**config.mk**
```make
export PLATFORM = sky130hd
export DESIGN_NAME = nsws_lcg
export DESIGN_NICKNAME = d
export VERILOG_FILES = /design/src/design/nsws_pkg.sv /design/src/design/nsws_lcg.sv
export SDC_FILE = /design/constraint.sdc
export NUM_CORES = 2
export LEC_CHECK = 0
export BUFFER_PORTS_ARGS = -buffer_cell sky130_fd_sc_hd__buf_4
export CAP_MARGIN = 40
export CORE_MARGIN = 3
export CORE_UTILIZATION = 50
export CTS_CLUSTER_DIAMETER = 60
export DETAILED_ROUTE_END_ITERATION = 6
export GPL_TIMING_DRIVEN = 0
export HOLD_SLACK_MARGIN = 0.15
export PLACE_DENSITY_LB_ADDON = 0.2
export SETUP_SLACK_MARGIN = 0.1
export SLEW_MARGIN = 20
export SYNTH_ARGS = -nofsm -noshare
export SYNTH_HDL_FRONTEND = slang
export SYNTH_SLANG_ARGS = --single-unit
```
**constraint.sdc**
```tcl
create_clock -name clk -period 27.3 [get_ports clk]
set_input_delay 1.365 -clock clk [delete_from_list [all_inputs] [get_ports clk]]
set_output_delay 1.365 -clock clk [all_outputs]
set_load 0.02 [all_outputs]
```
**src/design/nsws_pkg.sv**
```systemverilog
// nsws_pkg: shared constants for the negative sampler with subsampling
// command, result kind and register codes, generator constants
// no dependencies
`default_nettype none
package nsws_pkg;
  localparam logic [1:0] CMD_TABLE = 2'd0;
  localparam logic [1:0] CMD_FREQ  = 2'd1;
  localparam logic [1:0] CMD_WORD  = 2'd2;

  localparam logic [1:0] KIND_KEEP   = 2'd0;
  localparam logic [1:0] KIND_SAMPLE = 2'd1;
  localparam logic [1:0] KIND_GAVEUP = 2'd2;

  localparam logic [0:0] REG_NEGATIVES = 1'd0;
  localparam logic [0:0] REG_TOTAL     = 1'd1;

  localparam logic [31:0] LCG_MUL_LO = 32'hDEECE66D;
  localparam logic [31:0] LCG_MUL_HI = 32'h00000005;
  localparam logic [63:0] LCG_ADD    = 64'd11;
endpackage
`default_nettype wire

```
**src/design/nsws_lcg.sv**
```systemverilog
// nsws_lcg: 64-bit linear congruential generator, one step per start
// one shared 32x32 multiplier over three partial products
// depends on nsws_pkg
`default_nettype none
module nsws_lcg (
  input  wire logic        clk,
  input  wire logic        rst,
  input  wire logic        start,
  output logic             busy,
  output logic             done,
  output logic [63:0]      gen
);
  logic [63:0] acc;
  logic [63:0] prod;
  logic [1:0]  ph;
  logic [31:0] mul_a;
  logic [31:0] mul_b;
  logic [63:0] mul_p;

  always_comb begin
    mul_a = gen[31:0];
    mul_b = nsws_pkg::LCG_MUL_LO;
    if (busy && ph == 2'd0) mul_a = gen[63:32];
    if (busy && ph == 2'd1) mul_b = nsws_pkg::LCG_MUL_HI;
  end

  assign mul_p = {32'd0, mul_a} * {32'd0, mul_b};

  always_ff @(posedge clk) begin
    if (rst) begin
      gen  <= 64'd1;
      busy <= 1'b0;
      done <= 1'b0;
      ph   <= 2'd0;
    end else begin
      done <= 1'b0;
      if (start && !busy) begin
        busy <= 1'b1;
        ph   <= 2'd0;
        prod <= mul_p;
      end else if (busy) begin
        case (ph)
          2'd0: begin
            acc  <= prod + nsws_pkg::LCG_ADD;
            prod <= mul_p;
            ph   <= 2'd1;
          end
          2'd1: begin
            acc[63:32] <= acc[63:32] + prod[31:0];
            prod       <= mul_p;
            ph         <= 2'd2;
          end
          default: begin
            gen  <= {acc[63:32] + prod[31:0], acc[31:0]};
            busy <= 1'b0;
            done <= 1'b1;
            ph   <= 2'd0;
          end
        endcase
      end
    end
  end
endmodule
`default_nettype wire

```
==> flow_summary.toml <==
[cells_and_area]
drive_gt1_share_pct = 5.802
antennaDiodeCount = 0
areaGrowthSynthToFinish_pct = 7.740
final_area_um2 = 32740
fillCellCount = 5324
stdcell_count = 3927
fin_nets = 4076

[worst_setup_path]
critPathRequiredTime_ns = 27.48
cp-start-kind = "flop"
cp_slowest_cell = "mux2i_1"
crit_type = "flop to flop"
max_stage_delay_ns = 0.75
crit_path_end_kind = "flop"
cpMostUsedCell = "fa_1"
worstPathArrival_ns = 11.70
critPathMaxFanout = 10

[placed_design]
placedCellCount = 3893
io_buffer_count = 67
hpwl_um = 77100
gp_congestion = 0.9846
placed_cell_area_um2 = 32110

[floorplan]
start_util_pct = 51.01
pin_count = 69
core_um2 = 59580
die_h_um = 252.5
die_w_um = 252.5
die_area_um2 = 63770
rows = 89

[cts]
postCtsResizedCells = 0
htree_levels = 4
postCtsSetupRepairBufs = 0
clock-root-buffer = "clkbuf_16"
clk_latency_ns = 0.45
cts_buffers = 17
cts_hold_buf = 0
path_clk_slew_ns = 0.08
cts.sinks = 196
cts_tree = "built"
clock_path_buffers = 2

[timing]
hold_viol = 0
fin_crit_ns = 11.52
max_slew.worst_pin.slew_ns = 0.9043
finalSetupTns_ns = 0
relSlewSlack_pct = 39.71
maxSlewViolCount = 0
skew_ns = 0.01678
min_period_over_period_pct = 42.18
fmax_mhz = 86.84
rsz0062_at_grt = "false"
setup_viol_count_final = 0

[yosys]
synth_warnings = 0
ys_top_cells_by_count = "inv_1, fa_1, ha_1, nand2_1, a21oi_1"
yosys.area.top_type = "fa_1"
synth_edf_count = 128
synth_area_um2 = 30390
synth.yosys.seq_area_share_pct = 17.13
synthCells = 3035
synth.area.top_cells = "fa_1, ha_1, edfxtp_1"
ys.flop_type = "edfxtp_1"
yosysMostFrequentCell = "inv_1"
ys_types = 79
async_reset_ff_share_pct = 0
yosys_register_bits = 196
synth_nets = 3970
synth_area_per_cell_um2 = 10.01
netlist.area_leader.share_pct = 34.06

[global_routing]
grt_pass1_vias = 22888
grt_pass1_wl_um = 133000
grtUsageTotal_pct = 27.75
antenna_found_initial = 1
grt_max_degree = 28
grt-ovfl-total = 0

[drt]
num_vias = 21885
drc = 0
vias_per_cell = 5.573
routed_wl_um = 86940
drt_first_pass_iters = 5
wl_per_cell_um = 22.14
drtIter0Drc = 1637
detail-route-antenna-nets = 0

[power]
power_density_nw_per_um2 = 26.01
p_leak_uw = 0.01693
ir_worst_vdd_mv = 0.03613

[outcome]
status = "finished, final reports clean"

[worst_hold_path]
min_path_type = "flop to flop"

[flow_run]
max_cap_viol_count = 0
## worst max-delay path: cells and delay by family (launching register included)
family          cells  cell delay, ns
xor+xnor            1            0.17
mux                 1            0.75
compound gates      8            2.09
buf+inv             8            2.03
flops               1            0.50
simple gates        4            1.36
fa+ha+maj           9            4.30
## cells by family (layout without fill, tap and decap cells)
family | Yosys count | count (layout) | synth area share [%]
XOR/XNOR | 159 | 159 | 4.582
multiplexers | 33 | 33 | 1.145
flip-flops | 196 | 196 | 17.13
AND/OR/NAND/NOR | 548 | 548 | 8.395
AO/OA/AOI/OAI | 400 | 400 | 8.024
adder cells (fa/ha/maj) | 932 | 932 | 51.14
buffers and inverters | 767 | 886 | 9.585
## routing by layer
| metal | GRT usage [%] | up-vias | routed length (um) |
|---|---|---|---|
| met5 | 0 | - | 0 |
| met3 | 3.746 | 121 | 5385 |
| met1 | 36.70 | 11178 | 35710 |
| met4 | 8.817 | 0 | 3166 |
| met2 | 47.52 | 718 | 42680 |
| li1 | - | 9868 | - |
## layout make-up
| cell class | instances | area, um2 | area share, % |
|---|---|---|---|
| clock inverters | 15 | 192.7 | 0.5885 |
| flip-flops and latches | 196 | 5205 | 15.90 |
| well taps | 773 | 967.2 | 2.954 |
| repair buffers | 87 | 713.2 | 2.178 |
| inverters | 703 | 2639 | 8.059 |
| plain buffers | 64 | 274.0 | 0.8369 |
| clock buffers | 17 | 425.4 | 1.299 |
| multi-input cells | 2072 | 22330 | 68.19 |
## state kept, by name, indices dropped and copies added (netlist names)
name,count
done,1
busy,1
prod,64
acc,64
gen,64
ph,2
## final timing paths
check,slack (ns),end,start,cells past startpoint
setup / recovery,15.78,prod[62],busy,31
hold / removal,0.48,gen[4],gen[4],2
setup reg to reg,15.78,prod[62],busy,31
hold reg to reg,0.48,gen[4],gen[4],2
## metrics by stage
stage	hold slack [ns]	setup slack (ns)	utilization, %	total power, uW
6_report	0.4810	15.78	54.96	851.5
5_1_grt	0.5014	15.21	54.96	893.0
4_1_cts	0.4810	15.82	54.93	852.3
3_5_place_dp	0.4701	15.87	53.90	594.3
3_3_place_gp	0.4634	15.65	53.48	588.6
2_1_floorplan	0.4335	18.03	-	518.4
## where the power goes
group | internal (uW) | switching, uW | total, uW
sequential | 336 | 16.8 | 353
combinational | 89.8 | 148 | 238
clock | 126 | 134 | 261
## cell usage in the layout (no fill, tap or decap), drive strengths merged, types with 9 or more instances in the layout
cell type	Yosys	final
fa	517	517
a21o	47	47
o21ai	75	75
o21bai	19	19
ha	415	415
nand3	37	37
mux2i	19	19
a21oi	177	177
and2	23	23
a31oi	9	9
clkbuf	55	72
nand2b	11	11
nor2	132	132
edfxtp	128	128
dfxtp	68	68
and3	20	20
xnor2	98	98
o21a	18	18
inv	702	711
nor2b	9	9
xor2	61	61
nand2	228	228
nand4	30	30
nor3	27	27
mux2	14	14
buf	9	96
No activity file was read; power rests on OpenSTA's default activity.
