File: src/design/nsws_div.sv
// nsws_div: restoring divider, 48-bit dividend by 32-bit divisor
// one quotient bit per cycle, quotient and remainder held after done
// no dependencies
`default_nettype none
module nsws_div (
  input  wire logic        clk,
  input  wire logic        rst,
  input  wire logic        start,
  input  wire logic [47:0] dividend,
  input  wire logic [31:0] divisor,
  output logic             busy,
  output logic             done,
  output logic [47:0]      quo,
  output logic [31:0]      rem
);
  logic [31:0] dvs;
  logic [5:0]  cnt;
  logic [32:0] sh;
  logic        ge;

  assign sh = {rem, quo[47]};
  assign ge = sh >= {1'b0, dvs};

  always_ff @(posedge clk) begin
    if (rst) begin
      busy <= 1'b0;
      done <= 1'b0;
      cnt  <= 6'd0;
    end else begin
      done <= 1'b0;
      if (start && !busy) begin
        busy <= 1'b1;
        cnt  <= 6'd0;
        rem  <= 32'd0;
        quo  <= dividend;
        dvs  <= divisor;
      end else if (busy) begin
        rem <= ge ? 32'(sh - {1'b0, dvs}) : sh[31:0];
        quo <= {quo[46:0], ge};
        cnt <= cnt + 6'd1;
        if (cnt == 6'd47) begin
          busy <= 1'b0;
          done <= 1'b1;
        end
      end
    end
  end
endmodule
`default_nettype wire

File: config.mk
export PLATFORM = sky130hd
export DESIGN_NAME = nsws_div
export DESIGN_NICKNAME = d
export VERILOG_FILES = /design/src/design/nsws_div.sv
export SDC_FILE = /design/constraint.sdc
export NUM_CORES = 1
export LEC_CHECK = 0
export BUFFER_PORTS_ARGS = -buffer_cell sky130_fd_sc_hd__buf_2
export CAP_MARGIN = 0
export CELL_PAD_IN_SITES_DETAIL_PLACEMENT = 0
export CELL_PAD_IN_SITES_GLOBAL_PLACEMENT = 1
export CORE_MARGIN = 2
export CORE_UTILIZATION = 44
export CTS_CLUSTER_DIAMETER = 200
export DETAILED_ROUTE_END_ITERATION = 10
export PLACE_DENSITY = 0.82
export RECOVER_POWER = 50
export SYNTH_ARGS = -nofsm -noshare
export SYNTH_HDL_FRONTEND = slang
export SYNTH_SLANG_ARGS = --single-unit
File: constraint.sdc
create_clock -name clk -period 7.6 [get_ports clk]
set_input_delay 1.52 -clock clk [delete_from_list [all_inputs] [get_ports clk]]
set_output_delay 1.52 -clock clk [all_outputs]
set_load 0.01 [all_outputs]
==> impl_metrics.ini, run 1 <==
[pwr]
max-vdd-ir-drop_uv = 170
p_per_area_nw_per_um2 = 271
power_leakage_nw = 3.41

[worst_setup_path]
crit_arrival_ns = 5.07
cp-start-kind = input port
path_cells = clkbuf_1, nor2_1, nor2_4, clkbuf_1
crit_start = start
crit_slowest_cell = clkbuf_1
crit_path_end_kind = flop
crit_top_cell = clkbuf_1
path_depth = 4
rr_startpoint = busy
crit_family = buffers and inverters
critical_path_class = input port to flop
critPathRequiredTime_ns = 7.51
critical_path_buf_inv_count = 2
worstPathMaxFanout = 80
r2r_slack_ns = 3.13
cp_slowest_stage_delay_ns = 3.16
ff2ff_path_depth = 3

[drt]
num_vias = 5471
drtPass1Iterations = 5
drt-initial-drc-count = 331
wl_per_cell_um = 15.8
drtAntennaViolNets = 0
routed_wl_um = 16400
drc = 0
via_per_inst = 5.26

[cells_and_area]
layout_commonest_cell = nand2_1
fin_util_pct = 55.3
final_nets = 959
final_cell_mix = nand2_1 (208), edfxtp_1 (112), clkbuf_1 (88)
fillCellCount = 1394
drive_above_1_share_pct = 14.9
area_growth_pct = 22.1

[timing]
setup_violations = 0
layout_setup_ws_ns = 2.44
max_slew_margin_pct = -203
tightest_slew_ns = 4.54
max_freq_mhz = 194
finalClockSkew_ns = 0.0104
rsz0062_at_grt = false
fin_crit_ns = 5.16
drv_slew = 203
hold_viol = 0
min_period_over_period_pct = 68.0
final.setup.tns_ns = 0
hold_slack_ns = 0.509

[floorplan]
fp.dieW_um = 127
core_um2 = 14600
num_io_pins = 165
die-area_um2 = 16100
die_h_um = 127
row_count = 44
start_util_pct = 45.3

[clock_tree]
clkTransAtPathRegs_ns = 0.05
cts_buffers = 17
post_cts_buffers = 0
cts_tree = done
cts_hold_buf = 0
cts_resized = 0
clk_latency_ns = 0.42
cts-htree-levels = 4
cts.sinks = 120
clk_path_buf_depth = 2
cts-root-buf = clkbuf_16

[synthesis]
ys_types = 58
ys.flop_type = edfxtp_1
async_flop_share_pct = 0
synthesis.area_um2 = 6630
syn_area_per_cell_um2 = 9.68
seq_area_frac_synth_pct = 53.2
synth_edf_count = 112
ys_ff_latch = 120
synth_nets = 802
yosys_warnings = 0
synthCells = 685

[place]
place_congestion = 0.900
hpwl_um = 11700
port_buffers = 164
dp_slack_ns = 4.02

[min_path]
hold_class = flop to flop
hold_start = cnt[5]
worstHoldPathCells = 2

[global_routing]
grt_max_degree = 81
grt_pass1_vias = 5472
antenna_found_initial = 1
grtUsageTotal_pct = 21.0
grt_pass1_wl_um = 26700
grt-ovfl-total = 0

[status]
violations = max-capacitance violations, max-slew violations
outcome = finished with violations

[job]
drv_cap = 4
area by class of cell:
type | instances | area, µm² | share of cell area (%)
Clock buffer | 19 | 433 | 5.35
Clock inverter | 13 | 178 | 2.20
Inverter | 42 | 158 | 1.95
Antenna cell | 1 | 2.50 | 0.0309
Multi-Input combinational cell | 492 | 2830 | 34.9
Sequential cell | 120 | 3520 | 43.5
Timing Repair Buffer | 169 | 743 | 9.18
Tap cell | 184 | 230 | 2.84
metal layers:
metal,global-route usage (%),vias up,part of all wire (%)
li1,-,2697,-
met1,25.8,2558,44
met3,7.30,21,7.5
met5,0,-,0
met4,7.43,0,1.6
met2,34.4,195,47
tightest hold or removal path, stage by stage (launching register included):
cell	delay, ns
dfxtp_1	0.32
o21ai_0	0.08
a21oi_1	0.06
report_power, final:
part	total [mW]	switching, mW	leakage [nW]	internal (mW)
combinational	0.515	0.318	1.99	0.197
sequential	0.840	0.0340	1.13	0.806
clock	0.840	0.294	0.288	0.546
total	2.20	0.646	3.41	1.55
worst paths after layout:
path,to
setup / recovery,rem[14]
hold / removal,cnt[5]
setup reg to reg,rem[14]
hold reg to reg,cnt[5]
flip-flops by register name (all words and copies together), names as in the netlist:
name  count
rem      32
busy      1
done      1
cnt       6
dvs      32
quo      48
Yosys cell counts (3+ instances only):
library cell  number  area (µm²)
dfxtp_1            8         160
xor2_1            11        96.3
a211oi_1           7        52.6
o21ai_0           23         115
a21oi_1           48         240
clkbuf_1          14        52.6
xnor2_1           19         166
inv_1             42         158
nor2_1            32         120
nand3_1           11        55.1
nor2b_1            4        25.0
nand2b_1           8        50.1
o31ai_1            5        37.5
a21o_1            12        90.1
buf_1              6        22.5
nand4_1            9        56.3
buf_2              9        45.0
ha_1              33         413
nand2_1          208         781
or2_2              3        18.8
a31oi_1            6        37.5
mux2i_1            5        50.1
nor3_1             9        45.0
edfxtp_1         112        3360
cells by family (layout without fill, tap and decap cells):
kind of cell               Yosys count  after routing  share of synthesized area [%]
and+or+nand+nor                    301            301                           19.4
muxes                                5              5                          0.755
AOI/OAI and AO/OA                  122            122                           11.8
buffers and inverters               73            243                           4.47
xor gates and xnor gates            30             30                           3.96
adders and majority gates           34             34                           6.53
other                                0              1                              0
DFF                                120            120                           53.2
stage by stage:
step           instances  power (mW)  area, µm²
2_1_floorplan        685        1.22       6630
3_3_place_gp        1007        1.37       7600
3_5_place_dp        1007        1.38       7600
4_1_cts             1039        2.22       8210
5_1_grt             1040        2.31       8090
6_report            1040        2.20       8090
Note: power is estimated with default switching activity, not from simulation.
==> run 2, diff against run 1 <==
Settings changed: CORE_UTILIZATION 44 to 37, PLACE_DENSITY 0.82 to 0.73.
Clock period 7.6 ns to 4.5 ns, I/O delays scaled along.
==> impl_metrics.ini, run 2 (synthesis gave the netlist of run 1 again) <==
[status]
outcome = finished with violations
violations = max-capacitance violations, max-slew violations

[worst_setup_path]
critical_path_class = flop to flop
critPathRequiredTime_ns = 4.73
crit_slowest_cell = edfxtp_1
path_cells = ha_1, a21oi_1, o21ai_0, or2_2, nor4_1, o31a_2, a21o_1, buf_4, nand2_1, a21oi_1
crit_family = compound AO/OA/AOI/OAI gates
crit_arrival_ns = 3.54
crit_top_cell = a21oi_1
cp_slowest_stage_delay_ns = 0.42
critical_path_buf_inv_count = 1
worstPathMaxFanout = 16
crit_path_end_kind = flop
cp-start-kind = flop

[cells_and_area]
insertedDiodeCount = 0
stdcell_count = 1081
final_cell_mix = nand2_1 (208), buf_2 (162), edfxtp_1 (112)
seq_area_um2 = 3520
area_growth_pct = 24.1
fin_util_pct = 47.2
fillCellCount = 1725
layout_commonest_cell = nand2_1
multiInputGateArea_um2 = 2830
post-route-cell-area_um2 = 8230
final_nets = 961
largest_reg_flops = 48
regMostFlops = quo
drive_above_1_share_pct = 24.8
reg_top3 = quo (48), dvs (32), rem (32)

[global_routing]
grt_max_degree = 75
antenna_found_initial = 0
grtUsageTotal_pct = 19.0
grt-ovfl-total = 0
grt_pass1_wl_um = 27400
grt_pass1_vias = 5392

[floorplan]
die-area_um2 = 19000
die_h_um = 138
start_util_pct = 38.1
row_count = 48
fp.dieW_um = 138
num_io_pins = 165
core_um2 = 17400

[place]
place_congestion = 0.920
hpwl_um = 12600
dp_slack_ns = 1.20
port_buffers = 164
place_inst = 1050
placed_area_um2 = 7670

[clock_tree]
clk_path_buf_depth = 2
clkTransAtPathRegs_ns = 0.06
cts_resized = 0
cts_hold_buf = 0
cts_tree = done
cts-htree-levels = 4
cts-root-buf = clkbuf_16
post_cts_buffers = 0
cts_buffers = 17
clk_latency_ns = 0.42
cts.sinks = 120

[job]
drv_cap = 3

[timing]
min_period_over_period_pct = 73.6
final.setup.tns_ns = 0
hold_viol = 0
fin_crit_ns = 3.31
drv_slew = 157
max_freq_mhz = 302
layout_setup_ws_ns = 1.19
max_slew_margin_pct = -57.9
tightest_slew_ns = 2.37
finalClockSkew_ns = 0.00951
rsz0062_at_grt = false
hold_slack_ns = 0.514
setup_violations = 0

[min_path]
hold_class = flop to flop

[pwr]
p_per_area_nw_per_um2 = 444
finalPower_mw = 3.65
max-vdd-ir-drop_uv = 273
power_leakage_nw = 3.65

[drt]
via_per_inst = 5.09
wl_per_cell_um = 16.1
drtAntennaViolNets = 0
routed_wl_um = 17400
num_vias = 5502
drtPass1Iterations = 7
drc = 0
drt-initial-drc-count = 398
run 2: cell types whose count changed in the layout (fill, tap and decap cells not counted), moves of 2 or more:
cell        previous run  this run
bufinv_16              4         2
buf_4                  2         4
clkinv_4               1         4
clkbuf_1              88         5
inv_6                  1         4
clkinvlp_4             3         1
buf_2                 81       162
run 2: final cells by class:
type,count,area share (%)
tap,225,3.42
clock inverter,13,1.78
clock buffer,18,5.22
sequential,120,42.8
inverter,42,1.92
timing repair buffer,171,10.5
multi-input combinational,492,34.4
run 2: tightest hold or removal path, cell delays in order (launching register included):
cell,delay [ns]
dfxtp_1,0.31
o21ai_0,0.08
a21oi_1,0.07
run 2: power by group:
group	internal [mW]	total, mW	leakage (nW)	switching, mW
combinational	0.356	0.899	2.23	0.543
sequential	1.36	1.42	1.13	0.0587
clock	0.818	1.34	0.279	0.520
run 2: per-layer routing:
metal | share of wire [%] | global-route usage (%) | up-vias
met2 | 48 | 31.0 | 198
li1 | - | - | 2703
met3 | 9.0 | 7.46 | 14
met1 | 43 | 22.9 | 2587
met4 | 0.80 | 6.52 | 0
met5 | 0 | 0 | -
run 2: path summary, 6_finish.rpt:
path	depth (start not counted)	from	slack (ns)	end
worst max-delay path	10	rem[15]	1.19	rem[18]
worst max register to register	10	rem[15]	1.19	rem[18]
worst min register to register	2	cnt[5]	0.51	cnt[5]
worst min-delay path	2	cnt[5]	0.51	cnt[5]
==> run 3, diff against run 2 <==
Clock period 4.5 ns to 2.75 ns, I/O delays scaled along.
==> impl_metrics.ini, run 3 (synthesis gave the netlist of run 1 again) <==
[cells_and_area]
area_growth_pct = 41.7
reg_top3 = quo (48), dvs (32), rem (32)
final_cell_mix = nand2_1 (194), buf_2 (163), edfxtp_1 (112)
largest_reg_flops = 48
final_nets = 1055
stdcell_count = 1176
regMostFlops = quo
insertedDiodeCount = 0
layout_commonest_cell = nand2_1
drive_above_1_share_pct = 39.2

[worst_setup_path]
ff2ff_path_depth = 11
crit_slowest_cell = edfxtp_1
critPathRequiredTime_ns = 2.91
path_depth = 11
cp_slowest_stage_delay_ns = 0.42
crit_arrival_ns = 2.99
crit_family = compound AO/OA/AOI/OAI gates
worstPathMaxFanout = 3
path_cells = ha_4, a21oi_2, buf_4, o211ai_1, a32oi_1, and2_1, o31a_2, buf_4, a21o_1, a221oi_2, o21ai_1
critical_path_buf_inv_count = 2
cp-start-kind = flop
crit_top_cell = buf_4
crit_path_end_kind = flop
critical_path_class = flop to flop

[place]
hpwl_um = 13300
port_buffers = 164
dp_slack_ns = -0.182
place_inst = 1127
place_congestion = 0.872

[timing]
setup_violations = 20
max_slew_margin_pct = 50.5
finalClockSkew_ns = 0.0137
fin_crit_ns = 2.82
hold_slack_ns = 0.300
max_freq_mhz = 354
hold_viol = 0
rsz0062_at_grt = true
min_period_over_period_pct = 103
tightest_slew_ns = 0.743
layout_setup_ws_ns = -0.0745
drv_slew = 0

[drt]
via_per_inst = 4.91
routed_wl_um = 18600
wl_per_cell_um = 15.8
num_vias = 5775
drt-initial-drc-count = 304
drc = 0
drtAntennaViolNets = 0
drtPass1Iterations = 7

[pwr]
power_leakage_nw = 4.17
p_per_area_nw_per_um2 = 689
finalPower_mw = 6.48
max-vdd-ir-drop_uv = 527

[floorplan]
fp.dieW_um = 138
row_count = 48
die_h_um = 138
start_util_pct = 38.1
die-area_um2 = 19000
num_io_pins = 165
core_um2 = 17400

[clock_tree]
clkTransAtPathRegs_ns = 0.06
cts-root-buf = clkbuf_16
cts_buffers = 17
cts_tree = done
clk_path_buf_depth = 2
clk_latency_ns = 0.42
cts-htree-levels = 4
cts.sinks = 120

[global_routing]
grt_pass1_vias = 6096
grt-ovfl-total = 0
grt_max_degree = 54
grtUsageTotal_pct = 20.3
antenna_found_initial = 0
grt_pass1_wl_um = 29600

[job]
drv_cap = 0

[min_path]
worstHoldPathCells = 1
hold_class = input port to flop

[status]
outcome = finished with violations
violations = negative setup slack
run 3: changes by cell type in the layout (fill, tap and decap cells not counted), moves of 9 or more:
| cell | delta |
|---|---|
| nand2_1 | -14 |
| ha_1 | -11 |
| o21ai_0 | -9 |
| nand2_2 | +13 |
| buf_4 | +87 |
| a21oi_1 | -9 |
run 3: area by class of cell:
| cell class | instances | area, µm² |
|---|---|---|
| fillers | 1583 | 8020 |
| flip-flops and latches | 120 | 3520 |
| multi-input cells | 492 | 3240 |
| repair buffers | 265 | 1650 |
| clock buffers | 20 | 437 |
| well taps | 225 | 282 |
| inverters | 42 | 158 |
| clock inverters | 12 | 105 |
run 3: per-layer routing:
layer | share of wire (%) | track usage, % | up-vias
li1 | - | - | 2895
met1 | 41 | 23.4 | 2681
met2 | 50 | 34.8 | 181
met3 | 7.8 | 7.49 | 18
met4 | 1.3 | 6.86 | 0
met5 | 0 | 0 | -
run 3: report_power, final:
group | total (mW) | switching, mW | internal, mW
clock network | 2.08 | 0.841 | 1.24
logic | 2.09 | 1.09 | 0.995
registers | 2.31 | 0.0952 | 2.22
run 3: per-stage QoR:
step | setup TNS (ns) | area (µm²) | utilization [%]
3_3_place_gp | -2.04 | 8300 | 47.6
2_1_floorplan | 0 | 6660 | -
3_5_place_dp | -3.36 | 8300 | 47.6
5_1_grt | -3.27 | 9400 | 53.9
6_report | -0.615 | 9400 | 53.9
4_1_cts | -1.82 | 9190 | 52.7
run 3: path summary, 6_finish.rpt:
kind         slack [ns]        start       to
min reg2reg        0.52       cnt[5]   cnt[5]
max               -0.07      rem[13]  rem[27]
min                0.30  divisor[27]  dvs[27]
max reg2reg       -0.07      rem[13]  rem[27]
run 3: timing repair:
item	in CTS	in global routing
buffers inserted	11	5
gates resized for setup	59	33
hold endpoints to repair	0	0
pin swaps	26	28
hold buffers	0	0
gates cloned	1	0
setup endpoints to repair	33	33
run 3: worst register-to-register path: cells and delay by family (launching register included):
| family | cells | cell delay [ns] |
|---|---|---|
| and+or+nand+nor | 1 | 0.20 |
| AOI/OAI and AO/OA | 7 | 1.36 |
| buffers and inverters | 2 | 0.30 |
| DFF | 1 | 0.42 |
| adders and majority gates | 1 | 0.30 |
