<file path="config.mk">
export PLATFORM = sky130hd
export DESIGN_NAME = nsws_sqrt
export DESIGN_NICKNAME = d
export VERILOG_FILES = /design/src/design/nsws_sqrt.sv
export SDC_FILE = /design/constraint.sdc
export NUM_CORES = 1
export LEC_CHECK = 0
export BUFFER_PORTS_ARGS = -buffer_cell sky130_fd_sc_hd__buf_2
export CAP_MARGIN = 30
export CELL_PAD_IN_SITES_DETAIL_PLACEMENT = 2
export CELL_PAD_IN_SITES_GLOBAL_PLACEMENT = 2
export CORE_UTILIZATION = 41
export DETAILED_ROUTE_END_ITERATION = 16
export PLACE_DENSITY = 0.86
export SLEW_MARGIN = 20
export SYNTH_ARGS = -nofsm -noshare
export SYNTH_HDL_FRONTEND = slang
export SYNTH_SLANG_ARGS = --single-unit
</file>
<file path="constraint.sdc">
create_clock -name clk -period 18.95 [get_ports clk]
set_input_delay 1.895 -clock clk [delete_from_list [all_inputs] [get_ports clk]]
set_output_delay 1.895 -clock clk [all_outputs]
set_load 0.02 [all_outputs]
</file>
<file path="src/design/nsws_sqrt.sv">
// nsws_sqrt: integer square root of a 32-bit value
// two radicand bits per cycle
// no dependencies
`default_nettype none
module nsws_sqrt (
  input  wire logic        clk,
  input  wire logic        rst,
  input  wire logic        start,
  input  wire logic [31:0] x,
  output logic             busy,
  output logic             done,
  output logic [15:0]      root
);
  logic [31:0] xr;
  logic [31:0] rt;
  logic [3:0]  cnt;
  logic [31:0] bitv;
  logic [31:0] trial;

  assign bitv  = 32'd1 << (5'd30 - {cnt, 1'b0});
  assign trial = rt + bitv;
  assign root  = rt[15:0];

  always_ff @(posedge clk) begin
    if (rst) begin
      busy <= 1'b0;
      done <= 1'b0;
      cnt  <= 4'd0;
    end else begin
      done <= 1'b0;
      if (start && !busy) begin
        busy <= 1'b1;
        cnt  <= 4'd0;
        xr   <= x;
        rt   <= 32'd0;
      end else if (busy) begin
        if (xr >= trial) begin
          xr <= xr - trial;
          rt <= (rt >> 1) + bitv;
        end else begin
          rt <= rt >> 1;
        end
        cnt <= cnt + 4'd1;
        if (cnt == 4'd15) begin
          busy <= 1'b0;
          done <= 1'b1;
        end
      end
    end
  end
endmodule
`default_nettype wire

</file>
==> run summary, run 1 <==
Synth Instances: 835
Flop pwr share: 0.314
Avg Inst Size Synth: 8.532 um^2
Boundary Pins: 53
vias in the first global route: 7,394
clock root buffer: clkbuf_16
Setup Buffers After CTS: 0
max-slew violation count: 0
status: finished clean
synthesis-stage register bit count: 70
TNS Setup: 0 ns
core area: 0.01676 mm^2
Die Width: 133.8 um
Worst path top cell family by delay: compound AO/OA/AOI/OAI gates
power consumption: 724.4 uW
TritonCTS clock tree: built
Hold Crit Class: reg2reg
Achievable Freq: 0.1569 GHz
Setup CP Type: reg2reg
final wirelength: 24.86 mm
die footprint: 0.01791 mm^2
Mapped Area: 0.007124 mm^2
dpl hpwl: 18.63 mm
syn nets: 937
vias: 6,650
largest net degree at the start of global routing: 52
Slew @ Worst Pin: 0.8274 ns
Max stage delay on crit path: 0.51 ns
clock group share of total power: 0.242
PD cells: 93.60 mW/mm^2
Remaining Overflow, GRT: 0
endpoints failing hold: 0
Worst Hold Depth: 2
area growth from synthesis to layout: 8.623%
Final Worst Setup Slack: 12.57 ns
vias per cell: 6.180
Hold Startpoint: cnt[0]
# port buffers: 52
reg-to-reg endpoint: xr[30]
die height: 133.8 um
initial antenna violation count: 0
P_int: 425.5 uW
r2r setup slk: 12.57 ns
leading area contributor after synthesis: edfxtp_1
Hold Crit Endpoint: cnt[0]
placed cell count: 1,060
final setup fails: 0
top_reg_cell synth: edfxtp_1
Synth Warn #: 0
main area contributors after synthesis: edfxtp_1 (27%), ha_1 (12%), xor2_1 (5.5%)
path depth of the worst reg2reg path: 23
antenna-violating nets left: 0
TritonCTS buffer count: 9
nets@finish: 953
static leakage: 0.003083 uW
first-pass GRT wire length: 39.57 mm
placed inst area: 0.007442 mm^2
max-cap viol count: 0
sequential-to-total area share from yosys stat: 0.2866
Logic pwr share: 0.444
Crit-path slowest cell: a211oi_1
GPL Wtd Cong: 0.8856
CTS sink cnt: 70
post-route cell area: 0.007739 mm^2
Initial DRT Pass Iterations: 4
commonest non-fill, non-tap cell in the layout: nand2_1
crit-path cells: ha_1 > ha_1 > and2_1 > ha_1 > ha_1 > o2111ai_1 > a21boi_0 > maj3_1 > a211oi_1 > o31ai_1 > nor2b_1 > o21ai_0 > xor2_1 > ha_1 > and4_1 > nand3_1 > nor2_1 > o31ai_2 > o211ai_2 > a31oi_4 > buf_4 > a21boi_4 > buf_16
Distinct cells, synth: 74
All-Layer GR Usage: 0.2848
share of cells above drive strength 1: 0.1238
pre-CTS setup slack: 12.70 ns
Most common cell on crit path: ha_1
Setup crit end kind: flop
CTS Hold Bufs: 0
DR WL/cell: 23.10 um
CP required: 19.00 ns
Net Sw Frac: 0.4126
Starting Density: 0.4251
Buffers & Inverters on Critical Path: 2
crit-path max FO: 30
CP Launch Type: flop
post-synth top area share: 0.2698
Starting DRT DRC Count: 285
crit path DAT: 6.42 ns
commonest cells after routing, fill and taps aside: nand2_1 (79), a21oi_1 (74), nor2_1 (71), ha_1 (66), edfxtp_1 (64)
row count: 47
Max Root-Sink Buffers: 2
relative slew slack: 0.4484
FFs w/ async S/R, synth: 0
reg-to-reg startpoint: cnt[0]
ant diodes: 0
Setup Skew: 0.008701 ns
Final min period: 6.375 ns
Switch Pwr: 298.9 uW
RSZ-0062 raised after global routing: false
EDFF count, synth: 64
Reg clk slew, reported paths: 0.06 ns
DRC: 0
Max IR drop VDD: 0.04510 mV
Post-Layout Cell Count: 1,076
H-tree depth: 3
Clk Latency, worst-skew pair: 0.35 ns
CTS resizes: 0
final cycle utilization of the critical path: 0.3364
-- stage by stage --
step / util / hold WS, ns
final: 0.4617 / 0.6349
after global routing: 0.4617 / 0.6726
after CTS: 0.4617 / 0.6419
after detailed placement: 0.4440 / 0.6278
after global placement: 0.4424 / 0.5643
after floorplan: - / 0.5486
-- layer usage --
metal | vias to the layer above | wire length [um] | global-route usage
met5 | - | 0 | 0
met4 | 0 | 764 | 0.1155
met3 | 52 | 744 | 0.04233
met2 | 121 | 13080 | 0.5322
met1 | 3348 | 10270 | 0.3209
li1 | 3129 | - | -
-- power by group through the flow --
stage	logic, uW	clock network, uW	registers (uW)
6_report	322	176	227
2_1_floorplan	243	0	220
3_5_place_dp	315	0	230
3_3_place_gp	286	0	229
5_1_grt	348	182	230
4_1_cts	321	177	227
-- final cells by class --
cell class                 count  area (um^2)
clock buffer                  13        281.5
clock inverter                 3        15.01
fill                        1892         9021
inverter                      19        71.32
multi-input combinational    694         4736
sequential                    70         2042
tap                          220        275.3
timing repair buffer          57        317.8
-- registers in the layout, indices dropped and copies added, names as in the netlist --
name and count:
done 1, rt 32, xr 32, busy 1
cnt 4
-- Yosys cell counts (6+ instances only) --
master,count
nand2_1,79
a21oi_1,74
nor2_1,72
ha_1,66
edfxtp_1,64
o21ai_0,53
xor2_1,45
xnor2_1,27
a21o_1,26
a31oi_1,26
clkbuf_1,24
inv_1,19
buf_4,17
nor3_1,16
and2_1,14
nand3_1,13
nand4_1,13
or3_1,13
nor2b_1,12
a211oi_1,10
and3_1,10
a21oi_2,8
nand2b_1,8
o211ai_1,8
o21bai_1,8
a21boi_0,6
a31o_2,6
dfxtp_1,6
nor3b_1,6
o21a_1,6
o31ai_1,6
-- worst max-delay path by stage --
stage	startpoint	to	slack, ns	cells after the start
after floorplan	cnt[0]	xr[0]	11.57	24
after global placement	cnt[0]	xr[25]	12.77	22
after detailed placement	cnt[0]	xr[31]	12.70	23
after CTS	cnt[0]	xr[30]	12.58	23
after global routing	cnt[0]	xr[30]	12.16	24
final	cnt[0]	xr[30]	12.57	23
-- worst register-to-register path: cells and delay by family (launching register included) --
kind                     cells  cell delay [ns]
XOR/XNOR                     1             0.30
adder cells (fa/ha/maj)      6             1.68
flip-flops                   1             0.36
AND/OR/NAND/NOR              5             1.04
buffers and inverters        2             0.51
AO/OA/AOI/OAI                9             2.18
-- cells by family (layout without fill, tap and decap cells) --
logic type,count (synthesis),in the layout,share of synthesized area
AO/OA/AOI/OAI,282,282,0.2650
XOR/XNOR,72,72,0.08851
adder cells (fa/ha/maj),69,69,0.1215
buffers and inverters,71,92,0.05198
flip-flops,70,70,0.2866
multiplexers,4,4,0.005620
AND/OR/NAND/NOR,267,267,0.1807
No activity file was read; power rests on OpenSTA's default activity.
==> run 2, diff against run 1 <==
--- a/config.mk
+++ b/config.mk
@@ -5,13 +5,14 @@
 export SDC_FILE = /design/constraint.sdc
 export NUM_CORES = 1
 export LEC_CHECK = 0
+export ABC_AREA = 1
 export BUFFER_PORTS_ARGS = -buffer_cell sky130_fd_sc_hd__buf_2
 export CAP_MARGIN = 30
 export CELL_PAD_IN_SITES_DETAIL_PLACEMENT = 2
 export CELL_PAD_IN_SITES_GLOBAL_PLACEMENT = 2
-export CORE_UTILIZATION = 41
+export CORE_UTILIZATION = 31
 export DETAILED_ROUTE_END_ITERATION = 16
-export PLACE_DENSITY = 0.86
+export PLACE_DENSITY = 0.77
 export SLEW_MARGIN = 20
 export SYNTH_ARGS = -nofsm -noshare
 export SYNTH_HDL_FRONTEND = slang
==> constraint.sdc (replaced) <==
create_clock -name clk -period 5.77 [get_ports clk]
set_input_delay 0.577 -clock clk [delete_from_list [all_inputs] [get_ports clk]]
set_output_delay 0.577 -clock clk [all_outputs]
set_load 0.02 [all_outputs]
==> run summary, run 2 <==
clock root buffer: clkbuf_16
endpoints failing hold: 0 (unchanged)
crit-path max FO: 32 (+6.7%)
share of cells above drive strength 1: 0.09051 (-0.03332)
CTS resizes: 0 (unchanged)
commonest cells after routing, fill and taps aside: nand2_1 (407), inv_1 (164), nor2_1 (134), nand3_1 (84), a21oi_1 (70)
vias per cell: 5.305 (-14%)
CTS sink cnt: 70 (unchanged)
nets@finish: 1,456 (+53%)
Boundary Pins: 53 (unchanged)
Achievable Freq: 0.1905 GHz (+21%)
CP Launch Type: flop
static leakage: 0.004181 uW (+36%)
Remaining Overflow, GRT: 0 (unchanged)
Starting Density: 0.3189 (-0.1062)
Post-synth top cells: nand2_1 (407), inv_1 (164), nor2_1 (134)
largest registers: rt: 32 flops, xr: 32 flops, cnt: 4 flops
main area contributors after synthesis: edfxtp_1 (23%), nand2_1 (18%), ha_1 (9.8%)
CTS Hold Bufs: 0 (unchanged)
largest net degree at the start of global routing: 38 (-27%)
syn nets: 1,418 (+51%)
antenna-violating nets left: 0 (unchanged)
Crit-path slowest cell: ha_1
ant diodes: 0 (unchanged)
synthesis-stage register bit count: 70 (unchanged)
Mapped Area: 0.008403 mm^2 (+18%)
Flop pwr share: 0.306 (-0.008)
DR WL met3: 632 um (-15%)
FFs w/ async S/R, synth: 0 (unchanged)
Switch Pwr: 1069 uW (+260%)
Max Root-Sink Buffers: 2 (unchanged)
Slew @ Worst Pin: 0.5685 ns (-0.2589 ns)
area growth from synthesis to layout: 10.39%
Final min period: 5.249 ns (-1.127 ns)
Setup Skew: 0.01324 ns (+0.004541 ns)
DRC: 0 (unchanged)
Worst path top cell family by delay: simple AND/OR/NAND/NOR gates
met2 routed WL: 17.13 mm (+31%)
crit path DAT: 5.30 ns (-1.12 ns)
Logic pwr share: 0.435 (-0.009)
vias in the first global route: 9,863 (+33%)
Avg Inst Size Synth: 6.385 um^2 (-25%)
Setup CP Type: reg2reg
M1 WL: 15.57 mm (+52%)
vias: 8,987 (+35%)
Max IR drop VDD: 0.1140 mV (+150%)
Fill cells: 3,270 (+73%)
GPL Wtd Cong: 0.8947 (+1.0%)
commonest non-fill, non-tap cell in the layout: nand2_1
Synth Instances: 1,316 (+58%)
r2r setup slk: 0.52 ns (-12.05 ns)
first-pass GRT wire length: 53.99 mm (+36%)
Post-Layout Cell Count: 1,694 (+57%)
Reg clk slew, reported paths: 0.06 ns (about the same)
final cycle utilization of the critical path: 0.9096 (+0.5732)
P_int: 1322 uW (+210%)
Setup Buffers After CTS: 0 (unchanged)
# port buffers: 52 (unchanged)
top_reg_cell synth: edfxtp_1
EDFF count, synth: 64 (unchanged)
Max stage delay on crit path: 0.45 ns (-0.06 ns)
max-cap viol count: 0 (unchanged)
Net Sw Frac: 0.4470 (+0.03437)
Clk Latency, worst-skew pair: 0.36 ns (about the same)
Die Width: 166.6 um (+25%)
Max Used Layer: met4
status: finished clean
initial antenna violation count: 0 (unchanged)
TNS Setup: 0 ns (unchanged)
row count: 59 (+26%)
PD cells: 257.8 mW/mm^2 (+180%)
Initial DRT Pass Iterations: 5 (+1)
Setup crit end kind: flop
Starting DRT DRC Count: 338 (+19%)
Synth Warn #: 0 (unchanged)
H-tree depth: 3 (unchanged)
core area: 0.02635 mm^2 (+57%)
post-synth top area share: 0.2287 (-0.04105)
clock group share of total power: 0.259 (+0.017)
final setup fails: 0 (unchanged)
TritonCTS buffer count: 9 (unchanged)
Hold Crit Class: in2reg
die height: 166.6 um (+25%)
TritonCTS clock tree: built
Distinct cells, synth: 49 (-34%)
leading area contributor after synthesis: edfxtp_1
All-Layer GR Usage: 0.2501 (-0.03466)
die footprint: 0.02777 mm^2 (+55%)
relative slew slack: 0.6181 (+0.1697)
Most common cell on crit path: nand2_1
dpl hpwl: 28.21 mm (+51%)
sequential-to-total area share from yosys stat: 0.2430 (-0.04362)
DR WL/cell: 20.01 um (-13%)
Buffers & Inverters on Critical Path: 5 (+3)
RSZ-0062 raised after global routing: false
CP required: 5.82 ns (-13.18 ns)
placed cell count: 1,678 (+58%)
cell with the most instances after synthesis: nand2_1
max-slew violation count: 0 (unchanged)
crit-path cells: inv_1 > ha_1 > inv_1 > nor3_1 > ha_1 > nand2_1 > o21ai_0 > a21oi_1 > nor3_1 > a211oi_1 > nand2_1 > nand2_1 > nand2_1 > ha_1 > nand4_2 > nor4_4 > nand2_2 > nand2_4 > nor2_4 > inv_1 > nand2_1 > inv_1 > buf_12
final wirelength: 33.89 mm (+36%)
run 2: cell count changes after synthesis, moves of 14 or more:
cell / before / now
nand3b_1: 1 / 15
nor2_1: 72 / 134
nand3_1: 13 / 84
clkbuf_1: 24 / 6
nand2_1: 79 / 407
nor3_1: 16 / 38
a21o_1: 26 / 2
a31oi_1: 26 / 11
xor2_1: 45 / 18
inv_1: 19 / 164
run 2: worst reg2reg max path, cell delays in order, from the launching register on:
cell and delay [ns]:
dfxtp_1 0.36, inv_1 0.10, ha_1 0.27, inv_1 0.11
nor3_1 0.32, ha_1 0.38, nand2_1 0.14, o21ai_0 0.16
a21oi_1 0.29, nor3_1 0.09, a211oi_1 0.34, nand2_1 0.11
nand2_1 0.07, nand2_1 0.07, ha_1 0.45, nand4_2 0.23
nor4_4 0.27, nand2_2 0.11, nand2_4 0.29, nor2_4 0.07
inv_1 0.18, nand2_1 0.13, inv_1 0.13, buf_12 0.22
run 2: logic make-up (layout without fill, tap and decap cells):
| logic type | count (synthesis) | in the layout | share of synthesized area |
|---|---|---|---|
| buffers and inverters | 202 | 245 | 0.1005 |
| adder cells (fa/ha/maj) | 67 | 67 | 0.1007 |
| XOR/XNOR | 38 | 38 | 0.03961 |
| flip-flops | 70 | 70 | 0.2430 |
| AO/OA/AOI/OAI | 190 | 190 | 0.1261 |
| AND/OR/NAND/NOR | 749 | 749 | 0.3901 |
run 2: routing by layer:
layer | global-route usage | vias up
li1 | - | 4417
met1 | 0.3131 | 4428
met2 | 0.4589 | 107
met3 | 0.02210 | 35
met4 | 0.06159 | 0
met5 | 0 | -
run 2: final timing paths:
| check | startpoint | end | depth (start not counted) |
|---|---|---|---|
| setup / recovery | cnt[0] | xr[31] | 23 |
| hold reg to reg | cnt[0] | cnt[0] | 2 |
| setup reg to reg | cnt[0] | xr[31] | 23 |
| hold / removal | rst | busy | 2 |
run 2: through the flow:
step	area, um^2	total power (uW)	utilization	hold slack, ns	setup WS (ns)
after floorplan	8403	1451	-	0.5178	1.100
after global placement	8957	1734	0.3399	0.5470	0.7030
after detailed placement	8977	1776	0.3406	0.5779	0.5443
after CTS	9276	2405	0.3520	0.4536	0.5124
after global routing	9276	2545	0.3520	0.4615	0.04129
final	9276	2391	0.3520	0.4610	0.5215
run 2: final cells by class:
| class | instances | area (um^2) | share of cell area |
|---|---|---|---|
| Clock buffer | 9 | 225.2 | 0.02428 |
| Clock inverter | 7 | 73.82 | 0.007958 |
| Inverter | 168 | 630.6 | 0.06798 |
| Multi-Input combinational cell | 1044 | 5533 | 0.5964 |
| Sequential cell | 70 | 2042 | 0.2201 |
| Tap cell | 335 | 419.2 | 0.04518 |
| Timing Repair Buffer | 61 | 352.8 | 0.03804 |
run 2: power groups by stage:
| stage | clock network [uW] | registers (uW) | logic (uW) |
|---|---|---|---|
| after global routing | 646 | 739 | 1160 |
| after floorplan | 0 | 703 | 748 |
| after detailed placement | 0 | 741 | 1040 |
| after CTS | 629 | 730 | 1050 |
| after global placement | 0 | 740 | 995 |
| final | 620 | 732 | 1040 |
==> run 3, diff against run 2 <==
--- a/config.mk
+++ b/config.mk
@@ -5,14 +5,14 @@
 export SDC_FILE = /design/constraint.sdc
 export NUM_CORES = 1
 export LEC_CHECK = 0
-export ABC_AREA = 1
 export BUFFER_PORTS_ARGS = -buffer_cell sky130_fd_sc_hd__buf_2
 export CAP_MARGIN = 30
 export CELL_PAD_IN_SITES_DETAIL_PLACEMENT = 2
 export CELL_PAD_IN_SITES_GLOBAL_PLACEMENT = 2
-export CORE_UTILIZATION = 31
+export CORE_ASPECT_RATIO = 0.6
+export CORE_UTILIZATION = 34
 export DETAILED_ROUTE_END_ITERATION = 16
-export PLACE_DENSITY = 0.77
+export PLACE_DENSITY = 0.76
 export SLEW_MARGIN = 20
 export SYNTH_ARGS = -nofsm -noshare
 export SYNTH_HDL_FRONTEND = slang
==> run summary, run 3 (synthesis results as in run 1) <==
Crit-path slowest cell: ha_1
GPL Wtd Cong: 0.9133 (+2.1%)
Fill cells: 2,303 (-30%)
post-route cell area: 0.007949 mm^2 (-14%)
nets@finish: 958 (-34%)
Reg clk slew, reported paths: 0.06 ns (about the same)
ant diodes: 0 (unchanged)
DR WL/cell: 22.33 um (+12%)
Hold Crit Class: in2reg
Initial DRT Pass Iterations: 4 (-1)
CTS Hold Bufs: 0 (unchanged)
core area: 0.02027 mm^2 (-23%)
max-slew violation count: 0 (unchanged)
vias per cell: 5.851 (+10%)
P_int: 1382 uW (+4.5%)
CP startpoint: cnt[0]
Setup crit end kind: flop
vias: 6,635 (-26%)
row count: 40 (-32%)
dpl hpwl: 19.30 mm (-32%)
RSZ-0062 raised after global routing: false
static leakage: 0.003090 uW (-26%)
final cycle utilization of the critical path: 0.9355 (+0.02583)
reg-to-reg startpoint: cnt[0]
die footprint: 0.02156 mm^2 (-22%)
Switch Pwr: 984.8 uW (-7.9%)
placed inst area: 0.007650 mm^2 (-15%)
CTS sink cnt: 70 (unchanged)
Hold Startpoint: x[1]
clock group share of total power: 0.236 (-0.023)
initial antenna violation count: 0 (unchanged)
area growth from synthesis to layout: 11.57%
final setup fails: 0 (unchanged)
clock root buffer: clkbuf_16
antenna-violating nets left: 0 (unchanged)
Max stage delay on crit path: 0.41 ns (-0.04 ns)
largest net degree at the start of global routing: 53 (+39%)
die height: 114.1 um (-32%)
placed cell count: 1,118 (-33%)
Clk Latency, worst-skew pair: 0.36 ns (about the same)
status: finished clean
share of cells above drive strength 1: 0.1533 (+0.06280)
Setup Skew: 0.009092 ns (-0.004151 ns)
max-cap viol count: 0 (unchanged)
commonest cells after routing, fill and taps aside: nand2_1 (79), a21oi_1 (73), nor2_1 (71), edfxtp_1 (64), ha_1 (59)
TritonCTS buffer count: 9 (unchanged)
Boundary Pins: 53 (unchanged)
commonest non-fill, non-tap cell in the layout: nand2_1
Worst path top cell family by delay: compound AO/OA/AOI/OAI gates
crit-path max FO: 6 (-81%)
Most common cell on crit path: ha_1
Flop pwr share: 0.316 (+0.010)
DRC: 0 (unchanged)
H-tree depth: 3 (unchanged)
Die Width: 188.9 um (+13%)
Max Root-Sink Buffers: 2 (unchanged)
Post-Layout Cell Count: 1,134 (-33%)
crit-path cells: inv_1 > ha_1 > and3_1 > ha_1 > nand3_1 > or2_2 > o21ai_0 > a31oi_1 > xor2_1 > ha_1 > nand2_1 > o21ai_0 > o21bai_1 > o311ai_2 > o22a_1 > a21oi_1 > a211oi_1 > a21o_1 > a211o_1
Logic pwr share: 0.448 (+0.013)
endpoints failing hold: 0 (unchanged)
CP required: 5.89 ns (+0.07 ns)
CP Launch Type: flop
Net Sw Frac: 0.4160 (-0.03093)
All-Layer GR Usage: 0.2452 (-0.004964)
relative slew slack: 0.5274 (-0.09076)
Setup CP Type: reg2reg
Starting DRT DRC Count: 293 (-13%)
vias in the first global route: 7,135 (-28%)
Remaining Overflow, GRT: 0 (unchanged)
# port buffers: 52 (unchanged)
post-layout util: 0.3922 (+0.04017)
crit path DAT: 5.51 ns (+0.21 ns)
Achievable Freq: 0.1853 GHz (-2.8%)
PD cells: 297.8 mW/mm^2 (+16%)
Buffers & Inverters on Critical Path: 1 (-4)
final wirelength: 25.33 mm (-25%)
largest registers: rt: 32 flops, xr: 32 flops, cnt: 4 flops
TritonCTS clock tree: built
Final min period: 5.398 ns (+0.1490 ns)
Max IR drop VDD: 0.1544 mV (+36%)
Slew @ Worst Pin: 0.7090 ns (+0.1405 ns)
first-pass GRT wire length: 40.57 mm (-25%)
Starting Density: 0.3515 (+0.03263)
==> run 3: cell count changes in the layout (fill, tap and decap cells not counted), moves of 15 or more <==
cell | before | now
nand2_1 | 407 | 79
inv_1 | 164 | 19
nand3_1 | 84 | 12
nor2_1 | 134 | 71
xor2_1 | 18 | 45
a21o_1 | 2 | 26
nor3_1 | 38 | 15
o21ai_0 | 65 | 50
==> run 3: per-layer routing <==
metal | vias up | GRT usage | part of all wire
li1 | 3138 | - | -
met1 | 3361 | 0.3379 | 0.50
met2 | 111 | 0.3975 | 0.45
met3 | 25 | 0.04107 | 0.032
met4 | 0 | 0.06505 | 0.014
met5 | - | 0 | 0
==> run 3: final cells by class <==
cell class                      instances  area (um^2)  share of cell area
Inverter                               19        71.32            0.008972
Tap cell                              273        341.6             0.04297
Sequential cell                        70         2048              0.2577
Timing Repair Buffer                   62        335.3             0.04218
Multi-Input combinational cell        694         4878              0.6137
Clock inverter                          2        10.01            0.001259
Clock buffer                           14        264.0             0.03321
==> run 3: worst paths after layout <==
path,to,slack [ns],cells after the start
hold reg to reg,cnt[0],0.57,2
setup reg to reg,xr[31],0.37,19
hold / removal,xr[1],0.48,3
setup / recovery,xr[31],0.37,19
==> run 3: power groups by stage <==
| stage | clock network, uW | logic (uW) | registers (uW) |
|---|---|---|---|
| 5_1_grt | 593 | 1160 | 757 |
| 2_1_floorplan | 0 | 810 | 724 |
| 4_1_cts | 574 | 1050 | 748 |
| 3_5_place_dp | 0 | 1040 | 758 |
| 6_report | 560 | 1060 | 748 |
| 3_3_place_gp | 0 | 977 | 752 |
==> run 3: worst reg2reg max path, delay by kind of cell, from the launching register on <==
| family | cells | cell delay [ns] |
|---|---|---|
| adder cells (fa/ha/maj) | 3 | 1.02 |
| flip-flops | 1 | 0.38 |
| XOR/XNOR | 1 | 0.17 |
| AND/OR/NAND/NOR | 4 | 0.79 |
| buffers and inverters | 1 | 0.07 |
| AO/OA/AOI/OAI | 10 | 2.74 |
==> run 3: through the flow <==
step	TNS, ns	setup slack, ns	hold slack [ns]	power [uW]
final	0	0.3725	0.4786	2367
after detailed placement	0	0.09607	0.5691	1795
after CTS	0	0.09909	0.4714	2371
after global placement	0	0.3922	0.5354	1730
after global routing	0	0.02276	0.4696	2511
after floorplan	-32.19	-1.006	0.5235	1534
==> run 3: repair_timing <==
action / 4_1_cts / 5_1_grt
gates resized for setup: 0 / 6
setup endpoints to repair: 0 / 56
buffers inserted: 0 / 0
hold endpoints to repair: 0 / 0
